`src/hw/rtl/deq_pkg.sv`:
```
`default_nettype none
// ----------------------------------------------------------------------------
// deq_pkg
// Shared types and codes of the double-ended queue with search.
// ----------------------------------------------------------------------------
package deq_pkg;

  localparam logic [2:0] CMD_PUSH_BACK  = 3'd0;
  localparam logic [2:0] CMD_PUSH_FRONT = 3'd1;
  localparam logic [2:0] CMD_POP_BACK   = 3'd2;
  localparam logic [2:0] CMD_POP_FRONT  = 3'd3;
  localparam logic [2:0] CMD_FIND       = 3'd4;

  localparam logic [1:0] ST_DONE    = 2'd0;
  localparam logic [1:0] ST_FULL    = 2'd1;
  localparam logic [1:0] ST_EMPTY   = 2'd2;
  localparam logic [1:0] ST_MISSING = 2'd3;

  typedef struct packed {
    logic [2:0]         command;
    logic signed [31:0] value;
  } req_t;

  typedef struct packed {
    logic [1:0] status;
    logic       found;
    logic [3:0] position;
    logic [4:0] occupancy;
  } res_t;

  // Controller to datapath
  typedef struct packed {
    logic accept;  // request taken this cycle
    logic step;    // advance the search by one entry
    logic load;    // capture the result register
  } ctrl_cmd_t;

  // Datapath to controller
  typedef struct packed {
    logic is_find;  // request at the port is a find
    logic empty;    // queue holds no entry
    logic hit;      // entry under compare equals the key
    logic last;     // entry under compare is the back entry
  } ctrl_sts_t;

endpackage
`default_nettype wire

```
`src/hw/rtl/deq_datapath.sv`:
```
`default_nettype none
// ----------------------------------------------------------------------------
// deq_datapath
// Ring-buffer storage, front index, entry count, search key and compare,
// and the result register.
// ----------------------------------------------------------------------------
module deq_datapath #(
  parameter int DEPTH = 16
) (
  input  wire logic                 clk,
  input  wire logic                 rst,
  input  wire deq_pkg::req_t        request,
  input  wire deq_pkg::ctrl_cmd_t   cmd,
  output deq_pkg::ctrl_sts_t        sts,
  output deq_pkg::res_t             result
);

  localparam int IW = $clog2(DEPTH);
  localparam int CW = $clog2(DEPTH + 1);
  localparam int SW = CW + 1;
  localparam logic [SW-1:0] DEPTH_S = SW'(DEPTH);
  localparam logic [IW-1:0] LAST_SLOT = IW'(DEPTH - 1);
  localparam logic [CW-1:0] DEPTH_C = CW'(DEPTH);

  logic [31:0]   mem [DEPTH];
  logic [31:0]   rd_data;
  logic [IW-1:0] rd_addr;
  logic [CW-1:0] rd_k;

  logic [IW-1:0] front;
  logic [IW-1:0] front_next;
  logic [CW-1:0] count;
  logic [CW-1:0] count_next;
  logic [CW-1:0] cmp_idx;
  logic [CW-1:0] cmp_idx_inc;
  logic [31:0]   key;

  logic          wr_en;
  logic [IW-1:0] wr_addr;
  logic [IW-1:0] front_dec;
  logic          full;

  deq_pkg::res_t result_next;

  // Slot of the entry k places behind the front, wrapped into the ring
  function automatic logic [IW-1:0] ring_slot(input logic [IW-1:0] base,
                                              input logic [CW-1:0] k);
    logic [SW-1:0] sum;
    sum = SW'(base) + SW'(k);
    if (sum >= DEPTH_S) begin
      sum = sum - DEPTH_S;
    end
    return IW'(sum);
  endfunction

  assign full        = (count == DEPTH_C);
  assign front_dec   = (front == '0) ? LAST_SLOT : front - 1'b1;
  assign cmp_idx_inc = cmp_idx + 1'b1;

  assign sts.is_find = (request.command == deq_pkg::CMD_FIND);
  assign sts.empty   = (count == '0);
  assign sts.hit     = (rd_data == key);
  assign sts.last    = (cmp_idx_inc == count);

  // Accept reads the front entry; each search step reads the one after it
  assign rd_k    = cmd.accept ? '0 : cmp_idx_inc;
  assign rd_addr = ring_slot(front, rd_k);

  always_comb begin
    front_next  = front;
    count_next  = count;
    wr_en       = 1'b0;
    wr_addr     = ring_slot(front, count);
    result_next.status   = deq_pkg::ST_DONE;
    result_next.found    = 1'b0;
    result_next.position = '0;
    if (cmd.accept) begin
      unique case (request.command)
        deq_pkg::CMD_PUSH_BACK: begin
          if (full) begin
            result_next.status = deq_pkg::ST_FULL;
          end else begin
            wr_en      = 1'b1;
            count_next = count + 1'b1;
          end
        end
        deq_pkg::CMD_PUSH_FRONT: begin
          if (full) begin
            result_next.status = deq_pkg::ST_FULL;
          end else begin
            wr_en      = 1'b1;
            wr_addr    = front_dec;
            front_next = front_dec;
            count_next = count + 1'b1;
          end
        end
        deq_pkg::CMD_POP_BACK: begin
          if (sts.empty) begin
            result_next.status = deq_pkg::ST_EMPTY;
          end else begin
            count_next = count - 1'b1;
          end
        end
        deq_pkg::CMD_POP_FRONT: begin
          if (sts.empty) begin
            result_next.status = deq_pkg::ST_EMPTY;
          end else begin
            front_next = (front == LAST_SLOT) ? '0 : front + 1'b1;
            count_next = count - 1'b1;
          end
        end
        deq_pkg::CMD_FIND: begin
          // only loaded here when the queue is empty
          result_next.status = deq_pkg::ST_MISSING;
        end
        default: begin
        end
      endcase
    end else if (sts.hit) begin
      result_next.found    = 1'b1;
      result_next.position = 4'(cmp_idx);
    end else begin
      result_next.status = deq_pkg::ST_MISSING;
    end
    result_next.occupancy = 5'(count_next);
  end

  always_ff @(posedge clk) begin
    if (rst) begin
      front <= '0;
      count <= '0;
    end else begin
      front <= front_next;
      count <= count_next;
    end
  end

  always_ff @(posedge clk) begin
    if (wr_en) begin
      mem[wr_addr] <= request.value;
    end
    rd_data <= mem[rd_addr];
  end

  always_ff @(posedge clk) begin
    if (cmd.accept) begin
      key     <= request.value;
      cmp_idx <= '0;
    end else if (cmd.step) begin
      cmp_idx <= cmp_idx_inc;
    end
    if (cmd.load) begin
      result <= result_next;
    end
  end

endmodule
`default_nettype wire

```
`src/hw/rtl/deq_ctrl.sv`:
```
`default_nettype none
// ----------------------------------------------------------------------------
// deq_ctrl
// Request handshake and search sequencer of the double-ended queue.
// ----------------------------------------------------------------------------
module deq_ctrl (
  input  wire logic                 clk,
  input  wire logic                 rst,
  input  wire logic                 start,
  input  wire deq_pkg::ctrl_sts_t   sts,
  output deq_pkg::ctrl_cmd_t        cmd,
  output logic                      busy,
  output logic                      done
);

  localparam logic S_IDLE = 1'b0;
  localparam logic S_SCAN = 1'b1;

  logic state;
  logic state_next;
  logic done_next;

  assign busy = (state == S_SCAN);

  always_comb begin
    state_next = state;
    done_next  = 1'b0;
    cmd.accept = 1'b0;
    cmd.step   = 1'b0;
    cmd.load   = 1'b0;
    unique case (state)
      S_IDLE: begin
        if (start) begin
          cmd.accept = 1'b1;
          if (sts.is_find && !sts.empty) begin
            state_next = S_SCAN;
          end else begin
            cmd.load  = 1'b1;
            done_next = 1'b1;
          end
        end
      end
      S_SCAN: begin
        // finish on the first match or after the back entry
        if (sts.hit || sts.last) begin
          cmd.load   = 1'b1;
          done_next  = 1'b1;
          state_next = S_IDLE;
        end else begin
          cmd.step = 1'b1;
        end
      end
      default: begin
        state_next = S_IDLE;
      end
    endcase
  end

  always_ff @(posedge clk) begin
    if (rst) begin
      state <= S_IDLE;
      done  <= 1'b0;
    end else begin
      state <= state_next;
      done  <= done_next;
    end
  end

endmodule
`default_nettype wire

```
`src/hw/rtl/double_ended_queue_with_search_top.sv`:
```
`default_nettype none
// ----------------------------------------------------------------------------
// double_ended_queue_with_search_top
// Double-ended queue of 32-bit values in a ring buffer of DEPTH entries,
// with push and pop at both ends and a search from the front.
//
//   channel  | ports           | handshake
//   ---------+-----------------+-------------------------------------------
//   request  | request         | taken at a clock edge with start & !busy
//   result   | result          | valid for the single cycle done is high
//
// Push, pop, unused commands and a find on an empty queue: result in the cycle
// after the request, busy stays low, so a request may be taken every cycle.
// Find on a filled queue: one stored entry compared per cycle through the
// memory's registered read port; busy stays high until the result is loaded,
// on the first match or after the back entry.
// Synchronous reset empties the queue; the storage itself is not cleared.
// The receiver cannot stall: each result is shown once, for one cycle.
// ----------------------------------------------------------------------------
module double_ended_queue_with_search_top #(
  parameter int DEPTH = 16
) (
  input  wire logic            clk,
  input  wire logic            rst,
  input  wire logic            start,
  input  wire deq_pkg::req_t   request,
  output logic                 busy,
  output logic                 done,
  output deq_pkg::res_t        result
);

  deq_pkg::ctrl_cmd_t cmd;
  deq_pkg::ctrl_sts_t sts;

  deq_ctrl u_ctrl (
    .clk   (clk),
    .rst   (rst),
    .start (start),
    .sts   (sts),
    .cmd   (cmd),
    .busy  (busy),
    .done  (done)
  );

  deq_datapath #(
    .DEPTH (DEPTH)
  ) u_datapath (
    .clk     (clk),
    .rst     (rst),
    .request (request),
    .cmd     (cmd),
    .sts     (sts),
    .result  (result)
  );

endmodule
`default_nettype wire

```
`config.mk`:
```
export PLATFORM = sky130hd
export DESIGN_NAME = double_ended_queue_with_search_top
export DESIGN_NICKNAME = d
export VERILOG_FILES = /design/src/hw/rtl/deq_pkg.sv /design/src/hw/rtl/deq_datapath.sv /design/src/hw/rtl/deq_ctrl.sv /design/src/hw/rtl/double_ended_queue_with_search_top.sv
export SDC_FILE = /design/constraint.sdc
export NUM_CORES = 1
export LEC_CHECK = 0
export BUFFER_PORTS_ARGS = -buffer_cell sky130_fd_sc_hd__buf_2
export CAP_MARGIN = 20
export CORE_ASPECT_RATIO = 0.8
export CORE_MARGIN = 2
export CORE_UTILIZATION = 40
export DETAILED_ROUTE_END_ITERATION = 12
export PLACE_DENSITY = 0.6
export RECOVER_POWER = 25
export SLEW_MARGIN = 25
export SYNTH_ARGS = -nofsm -noshare
export SYNTH_HDL_FRONTEND = slang
export SYNTH_SLANG_ARGS = --single-unit
export TNS_END_PERCENT = 1
```
`constraint.sdc`:
```
create_clock -name clk -period 11.25 [get_ports clk]
set_input_delay 0.5625 -clock clk [delete_from_list [all_inputs] [get_ports clk]]
set_output_delay 0.5625 -clock clk [all_outputs]
set_load 0.005 [all_outputs]
```
==> flow_summary.yaml, run 1 <==
synthesis:
  ys_seq_elements: 604
  syn_avg_cell_area_um2: 20.2
  syn_area_um2: 23400
  ys_seq_area_frac: 0.756
  yosysWarnings: 0
  synth_cells: 1158
  yosys-top-cells-count: "edfxtp_1 (556), mux4_2 (128), nand2_1 (59)"
  synth_ff_type: "edfxtp_1"
  async_reset_ff_frac: 0
  synth_edf_count: 556
  synth.most_common_cell: "edfxtp_1"
  synth_top_cell_by_area: "edfxtp_1"
  yosysTopAreaCellShare: 0.715
  synthTopCellsByArea: "edfxtp_1 (71%), mux4_2 (12%), dfxtp_1 (4.1%)"
  syn_nets: 1209
  yosysUniqueCellTypes: 56
clock_network:
  cts_tree: "done"
  cts_inserted_buffers: 56
  ctsHtreeMaxLevel: 2
  clockBufferDepth: 3
  holdBufCountCts: 0
  cts.clk_slew.worst_paths_ps: 60
  clk_latency_ps: 600
  post-cts-setup-buffers: 0
  clockRootBuffer: "clkbuf_16"
  cts.sinks: 604
  cts_resized: 0
routing:
  wl_per_cell_um: 24.2
  wirelength_mm: 49.5
  drt_pass1_iterations: 7
  dr_total_vias: 11004
  vias_per_cell: 5.37
  drc: 0
  drtIter0Drc: 1066
  antenna_left: 0
cells_and_area:
  finalNetCount: 1287
  n_antenna_cell: 0
  multi_input_area_um2: 5580
  area_delta_synth_final_pct: 13.5
  num-fill-cells: 4942
  post-route-util: 0.458
  seqCellArea_um2: 17700
  drive_gt1_frac: 0.242
die:
  die_h_um: 220
  start_util: 0.403
  dieWidth_um: 274
  pin_count: 52
  rows: 79
  core_um2: 57900
  die_area_um2: 60400
setup_path:
  setup.worst_path.end_class: "flip-flop"
  critical_path_class: "reg -> reg"
  ff2ff_setup_slack_ps: 6110
  cp.arrival_ps: 5580
  critPathMaxFanout: 59
  r2r-start: "u_ctrl.busy$_SDFF_PP0_"
  critPathRequiredTime_ps: 11690
  start_kind: "flip-flop"
  startpoint: "u_ctrl.busy$_SDFF_PP0_"
sta:
  fin_crit_sh: 0.457
  slew-limit-headroom: 0.334
  setup-tns-final_ps: 0
  worst_hold_slack_ps: 292
  max_freq_mhz: 194
  drv_slew: 0
  worstMarginPinSlew_ps: 999
  fin_skew_ps: 17.3
  timing.final.crit_period_ps: 5140
  hold_viol: 0
  setup_viol: 0
  rsz0062_at_grt: "false"
grt:
  grt_max_degree: 70
  grt.overflow.total: 0
  grt_pass1_vias: 11369
  grt_pass1_wl_mm: 73.7
  antenna_found_initial: 2
  grt_use_total: 0.167
placement:
  dp_hpwl_mm: 25.7
  gp_congestion: 0.758
  port-buffer-count: 51
run_status:
  status: "finished, final reports clean"
run:
  maxCapViolCount: 0
worst_hold_path:
  hold_path_class: "in -> reg"
  worstHoldStart: "rst"
pwr:
  powerDensity_nw_per_um2: 180
  vdd.ir_drop.worst_mv: 0.112
  power.leakage_nw: 8.32
per-stage QoR:
step                      cells  worst slack, ps  cell area, µm²  total power [mW]
after floorplan            1158             7430           23400              2.80
after global placement     1946             5910           24700              2.91
after detailed placement   1946             5800           24700              2.92
after CTS                  2050             6050           26500              4.82
after global routing       2051             5840           26500              4.95
final                      2051             6110           26500              4.77
cells by family after synthesis:
kind of cell	Yosys count	synth area share
mux	168	0.141
buf+inv	66	0.0124
simple gates	185	0.0387
xor+xnor	51	0.0200
flops	604	0.756
compound gates	71	0.0242
fa+ha+maj	13	0.00760
placed cells by master, fill, tap and decap left out, types with 3 or more instances in the layout:
cell and n:
bufinv_16 6, mux2i_1 36, o21ai_0 7, a21o_1 3, nand3_1 38, inv_1 8
buf_2 30, clkbuf_1 29, dfxtp_1 48, and2_1 5, edfxtp_1 556, nor3_1 7
clkinv_2 18, xor2_1 5, clkinv_1 6, nand2_1 59, a21oi_1 14, nand2b_1 4
nor2b_1 8, nand2b_4 3, buf_4 25, nor2_4 16, ha_1 10, o221ai_1 32
mux4_2 128, xnor2_1 43, nand4_1 9, clkbuf_8 5, nor2_1 23, clkbuf_16 56
sequential cells by signal (all words and copies together), names as in the netlist:
| name | cells |
|---|---|
| u_datapath.cmp_idx | 5 |
| u_datapath.count | 5 |
| u_datapath.front | 4 |
| u_ctrl.busy | 1 |
| u_datapath.rd_data | 32 |
| u_ctrl.done | 1 |
| u_datapath.key | 32 |
| u_datapath.result | 12 |
| u_datapath.mem | 512 |
path summary, 6_finish.rpt:
path / end / cells past startpoint
max: u_datapath.rd_data[11]$_DFF_P_ / 11
min: u_ctrl.busy$_SDFF_PP0_ / 2
max reg2reg: u_datapath.rd_data[11]$_DFF_P_ / 11
min reg2reg: u_datapath.cmp_idx[4]$_SDFFE_PP0P_ / 1
power by group:
| group | switching [mW] | leakage, nW | internal [mW] |
|---|---|---|---|
| Combinational | 0.193 | 1.97 | 0.156 |
| Clock | 0.819 | 0.916 | 1.08 |
| Sequential | 0.0203 | 5.44 | 2.50 |
worst max-delay path, stage by stage (launching register included):
cell,delay (ps)
dfxtp_1,340
nand2b_4,210
inv_2,70
buf_4,500
nor2_1,160
ha_4,210
fa_4,1170
buf_4,610
buf_4,840
mux4_2,410
mux2i_1,190
o221ai_1,160
layer usage:
layer  track usage  routed length [µm]
met1         0.244               23200
met2         0.260               22900
met4        0.0399                 813
met5             0                  28
met3        0.0332                2620
area by class of cell:
type,instances,share of cell area
well taps,769,0.0363
inverters,9,0.00127
repair buffers,77,0.0168
clock buffers,69,0.0566
clock inverters,35,0.0129
flip-flops and latches,604,0.666
multi-input cells,488,0.210
Power figures use the tool's default switching activity.
==> inputs of run 2 (changes only) <==
- PLACE_DENSITY: 0.6 -> 0.62
- clock period: 11.25 -> 4.3 ns (I/O delays scaled with it)
==> run 2 against run 1 <==
Against the previous run: first-iteration DRC count grew 24%; non-clock buffer count grew 21; die area is the same; combinational power grew to 2.8 times the previous value; setup slack lost 5300 ps; via count grew 3.3%; highest routed layer is now met4; sequential power grew to 2.6 times the previous value; critical endpoint is now u_datapath.mem[10][26]$_DFFE_PP_; fmax grew 47%; final area grew 1.5%; clock skew grew 7.2 ps; cell count grew 1.1%; routed wire length grew 2.4%; largest power group unchanged.
==> flow_summary.yaml, run 2 (same netlist as run 1, synthesis figures left out) <==
die:
  rows: 79
  die_area_um2: 60400
  die_h_um: 220
  start_util: 0.403
  core_um2: 57900
  dieWidth_um: 274
  pin_count: 52
sta:
  setup-tns-final_ps: 0
  timing.final.crit_period_ps: 3500
  setup_viol: 0
  worstMarginPinSlew_ps: 1060
  max_freq_mhz: 286
  fin_skew_ps: 24.4
  hold_viol: 0
  worst_hold_slack_ps: 137
  drv_slew: 0
  rsz0062_at_grt: "false"
  fin_crit_sh: 0.813
  slew-limit-headroom: 0.294
cells_and_area:
  design_area_um2: 26900
  reg.largest.list: "u_datapath.mem (512), u_datapath.key (32), u_datapath.rd_data (32)"
  final_cell_mix: "edfxtp_1 (556), mux4_2 (128), nand2_1 (59), clkbuf_16 (57), dfxtp_1 (48)"
  finalNetCount: 1308
  multi_input_area_um2: 5580
  num-fill-cells: 4829
  area_delta_synth_final_pct: 15.2
  largest-register: "u_datapath.mem"
  largest_reg_flops: 512
  seqCellArea_um2: 17700
  final_common_cell: "edfxtp_1"
  drive_gt1_frac: 0.231
worst_hold_path:
  hold_path_class: "in -> reg"
placement:
  gp_congestion: 0.780
  dpl_cell_area_um2: 24900
  dp_hpwl_mm: 30.2
  port-buffer-count: 51
pwr:
  powerDensity_nw_per_um2: 464
  vdd.ir_drop.worst_mv: 0.282
  power.leakage_nw: 8.44
grt:
  grt.overflow.total: 0
  grt_use_total: 0.171
  grt_pass1_wl_mm: 75.4
  grt_max_degree: 97
  grt_pass1_vias: 11422
  antenna_found_initial: 1
routing:
  wirelength_mm: 50.8
  drtIter0Drc: 1321
  wl_met1_mm: 23.5
  top_layer: "met4"
  vias_per_cell: 5.48
  dr_total_vias: 11364
  route.met3.wl_mm: 3.75
  drc: 0
  wl_per_cell_um: 24.5
  drt_pass1_iterations: 7
  dr_wl_met2_mm: 22.6
  antenna_left: 0
setup_path:
  critical_path_class: "reg -> reg"
  slowest_stage: "a2111oi_4"
  max_stage_delay_ps: 560
  start_kind: "flip-flop"
  cp_cell_sequence: "inv_1 > ha_1 > nor3b_2 > a2111oi_4 > nand2_4 > mux2_4 > nand2b_4 > nor2_4 > buf_4"
  critPathMaxFanout: 19
  critPathRequiredTime_ps: 4580
  setup.worst_path.end_class: "flip-flop"
  cp.arrival_ps: 3780
run:
  maxCapViolCount: 0
run_status:
  status: "finished, final reports clean"
clock_network:
  cts_tree: "done"
  cts.sinks: 604
  post-cts-setup-buffers: 0
  cts.clk_slew.worst_paths_ps: 60
  clockRootBuffer: "clkbuf_16"
  clk_latency_ps: 620
  ctsHtreeMaxLevel: 2
  cts_inserted_buffers: 56
  clockBufferDepth: 3
## run 2: cell count changes in the layout (fill, tap and decap cells not counted), sizes merged
cell / change
dlygate4sd3: +19
clkbuf: +12
clkinvlp: -2
diode: +1
bufinv: -2
clkinv: -10
buf: +5
## run 2: area by class of cell
type,count,share of cell area
Sequential cell,604,0.656
Multi-Input combinational cell,488,0.207
Clock buffer,84,0.0594
Tap cell,769,0.0358
Timing Repair Buffer,98,0.0324
Clock inverter,21,0.00777
Inverter,9,0.00126
Antenna cell,1,0.0000930
## run 2: critical path, delay by kind of cell, from the launching register on
kind | cells | cell delay (ps)
and+or+nand+nor | 4 | 980
buffers and inverters | 2 | 560
AOI/OAI and AO/OA | 1 | 560
DFF | 1 | 470
muxes | 1 | 340
adders and majority gates | 1 | 260
## run 2: timing repair
item | 4_1_cts | 5_1_grt
hold buffers | 19 | 0
setup endpoints to repair | 0 | 0
endpoints found under the hold margin | 233 | 0
gates resized for setup | 0 | 0
## run 2: worst paths after layout
check | from | endpoint | slack (ps) | cells past startpoint
setup / recovery | u_datapath.count[1]$_SDFF_PP0_ | u_datapath.mem[10][26]$_DFFE_PP_ | 800 | 9
hold / removal | request[33] | u_datapath.count[2]$_SDFF_PP0_ | 140 | 4
hold reg to reg | u_datapath.cmp_idx[4]$_SDFFE_PP0P_ | u_datapath.cmp_idx[4]$_SDFFE_PP0P_ | 490 | 1
setup reg to reg | u_datapath.count[1]$_SDFF_PP0_ | u_datapath.mem[10][26]$_DFFE_PP_ | 800 | 9
## run 2: through the flow
stage | utilization | std cells | power, mW | setup slack, ps
floorplan | - | 1158 | 7.33 | 475
global placement | 0.430 | 1949 | 7.69 | 896
detailed placement | 0.430 | 1949 | 7.70 | 782
CTS | 0.465 | 2073 | 12.6 | 767
global route | 0.465 | 2074 | 12.9 | 588
finish | 0.465 | 2074 | 12.5 | 803
## run 2: per-layer routing
metal / global-route usage / up-vias
li1: - / 4921
met1: 0.265 / 6003
met2: 0.249 / 380
met3: 0.0321 / 60
met4: 0.0402 / 0
met5: 0 / -
## run 2: power by group
group	total (mW)	internal [mW]	switching, mW
combinational	0.980	0.433	0.547
clock	4.90	2.80	2.09
sequential	6.60	6.53	0.0640
total	12.5	9.77	2.70
==> inputs of run 3 (changes only) <==
- PLACE_DENSITY: 0.62 -> 0.6
- clock period: 4.3 -> 3.4 ns (I/O delays scaled with it)
==> run 3 against run 2 <==
Against the previous run: die area is the same; worst hold slack lost 51 ps; sequential power grew 26%; largest power group unchanged.
==> flow_summary.yaml, run 3 (same netlist as run 1, synthesis figures left out) <==
pwr:
  p_seq_frac: 0.528
  vdd.ir_drop.worst_mv: 0.489
  power_switching_mw: 3.47
  clockPowerShare: 0.391
  power.leakage_nw: 8.70
  switching_share: 0.220
  pwr-share-comb: 0.081
  powerDensity_nw_per_um2: 575
  internal_power_mw: 12.3
clock_network:
  cts_resized: 0
  cts.clk_slew.worst_paths_ps: 60
  ctsHtreeMaxLevel: 2
  cts_tree: "done"
  clockRootBuffer: "clkbuf_16"
  clk_latency_ps: 620
  cts_inserted_buffers: 56
  cts.sinks: 604
  clockBufferDepth: 3
die:
  pin_count: 52
  core_um2: 57900
  start_util: 0.403
  die_h_um: 220
  rows: 79
  die_area_um2: 60400
  dieWidth_um: 274
sta:
  fin_skew_ps: 30.9
  setup_viol: 0
  max_freq_mhz: 311
  timing.final.crit_period_ps: 3210
  fin_crit_sh: 0.945
  rsz0062_at_grt: "false"
  worst_hold_slack_ps: 85.2
  slew-limit-headroom: 0.321
  worstMarginPinSlew_ps: 1020
  hold_viol: 0
  setup_slack_ps: 186
  setup-tns-final_ps: 0
  drv_slew: 0
setup_path:
  r2r-end: "u_datapath.mem[5][7]$_DFFE_PP_"
  cp.arrival_ps: 3520
  start_kind: "flip-flop"
  reg2reg_depth: 9
  setup.worst_path.end_class: "flip-flop"
  r2r-start: "u_datapath.count[1]$_SDFF_PP0_"
  critPathRequiredTime_ps: 3710
  ff2ff_setup_slack_ps: 190
  critPathMaxFanout: 15
  critical_path_class: "reg -> reg"
routing:
  drc: 0
  drtIter0Drc: 1109
  drt_pass1_iterations: 7
  wl_per_cell_um: 23.4
  dr_total_vias: 11312
  wirelength_mm: 49.6
  antenna_left: 0
  vias_per_cell: 5.34
grt:
  antenna_found_initial: 0
  grt_pass1_wl_mm: 74.1
  met3_usage: 0.0264
  grt_max_degree: 55
  grt.overflow.total: 0
  met2_usage: 0.250
  grt_pass1_vias: 11411
  grtUsageMet1: 0.258
  grt_use_total: 0.167
  busiest_layer: "met1"
cells_and_area:
  largest-register: "u_datapath.mem"
  multi_input_area_um2: 5570
  largest_reg_flops: 512
  seqCellArea_um2: 17700
  reg.largest.list: "u_datapath.mem (512), u_datapath.key (32), u_datapath.rd_data (32)"
  drive_gt1_frac: 0.249
  finalNetCount: 1355
  num-fill-cells: 4817
  final_common_cell: "edfxtp_1"
  area_delta_synth_final_pct: 17.4
  final_cell_mix: "edfxtp_1 (556), mux4_2 (128), nand2_1 (59), clkbuf_16 (57), dfxtp_1 (48)"
  n_antenna_cell: 0
worst_hold_path:
  hold_path_class: "in -> reg"
  min_path_cells: 4
  worstHoldEndpoint: "u_datapath.front[1]$_SDFFE_PP0P_"
  worstHoldStart: "request[32]"
run_status:
  status: "finished, final reports clean"
placement:
  gp_congestion: 0.757
  port-buffer-count: 51
  place_ws_ps: 168
  dp_hpwl_mm: 30.2
run:
  maxCapViolCount: 0
==> run 3: area by class of cell <==
| cell class | count | share of cell area |
|---|---|---|
| Tap cell | 769 | 0.0351 |
| Clock buffer | 80 | 0.0573 |
| Inverter | 9 | 0.00123 |
| Clock inverter | 25 | 0.00853 |
| Multi-Input combinational cell | 488 | 0.203 |
| Sequential cell | 604 | 0.644 |
| Timing Repair Buffer | 145 | 0.0508 |
==> run 3: critical path, stage by stage (launching register included) <==
cell and delay [ps]:
dfxtp_1 490, inv_1 160, ha_1 250, nor3b_2 210
a2111oi_4 520, nand2_4 130, mux2_2 290, nand2_1 270
nor2_4 360, buf_12 200
==> run 3: per-layer routing <==
layer  share of wire  vias to the layer above
met5               0                        -
met1            0.48                     5951
met2            0.44                      290
met4           0.016                        0
li1                -                     5010
met3           0.058                       61
==> run 3: metrics by stage <==
step,instance area [µm²],std cells,utilization,total power [mW]
CTS,27400,2117,0.474,15.9
detailed placement,25300,1979,0.437,9.75
finish,27400,2120,0.473,15.8
global route,27400,2120,0.473,16.3
floorplan,23400,1158,-,9.27
global placement,25300,1979,0.437,9.73
==> run 3: power by group through the flow <==
stage,clock network (mW),logic (mW),registers (mW)
after global placement,0,1.26,8.48
after CTS,6.29,1.30,8.33
after floorplan,0,0.800,8.47
after global routing,6.59,1.39,8.33
final,6.17,1.28,8.33
after detailed placement,0,1.27,8.48
==> run 3: worst max-delay path by stage <==
stage	from	to	slack, ps	cells past startpoint
floorplan	u_datapath.count[1]$_SDFF_PP0_	u_datapath.mem[11][0]$_DFFE_PP_	-420	8
detailed placement	u_datapath.count[1]$_SDFF_PP0_	u_datapath.mem[5][22]$_DFFE_PP_	170	9
CTS	u_datapath.count[1]$_SDFF_PP0_	u_datapath.mem[5][7]$_DFFE_PP_	150	9
global route	u_datapath.count[1]$_SDFF_PP0_	u_datapath.mem[5][13]$_DFFE_PP_	3	9
global placement	u_datapath.count[1]$_SDFF_PP0_	u_datapath.mem[6][15]$_DFFE_PP_	250	9
finish	u_datapath.count[1]$_SDFF_PP0_	u_datapath.mem[5][7]$_DFFE_PP_	190	9
==> run 3: timing repair <==
action | 4_1_cts | 5_1_grt
hold buffers | 33 | 0
hold endpoints to repair | 526 | 0
setup buffers | 0 | 3
endpoints found under the setup margin | 0 | 76
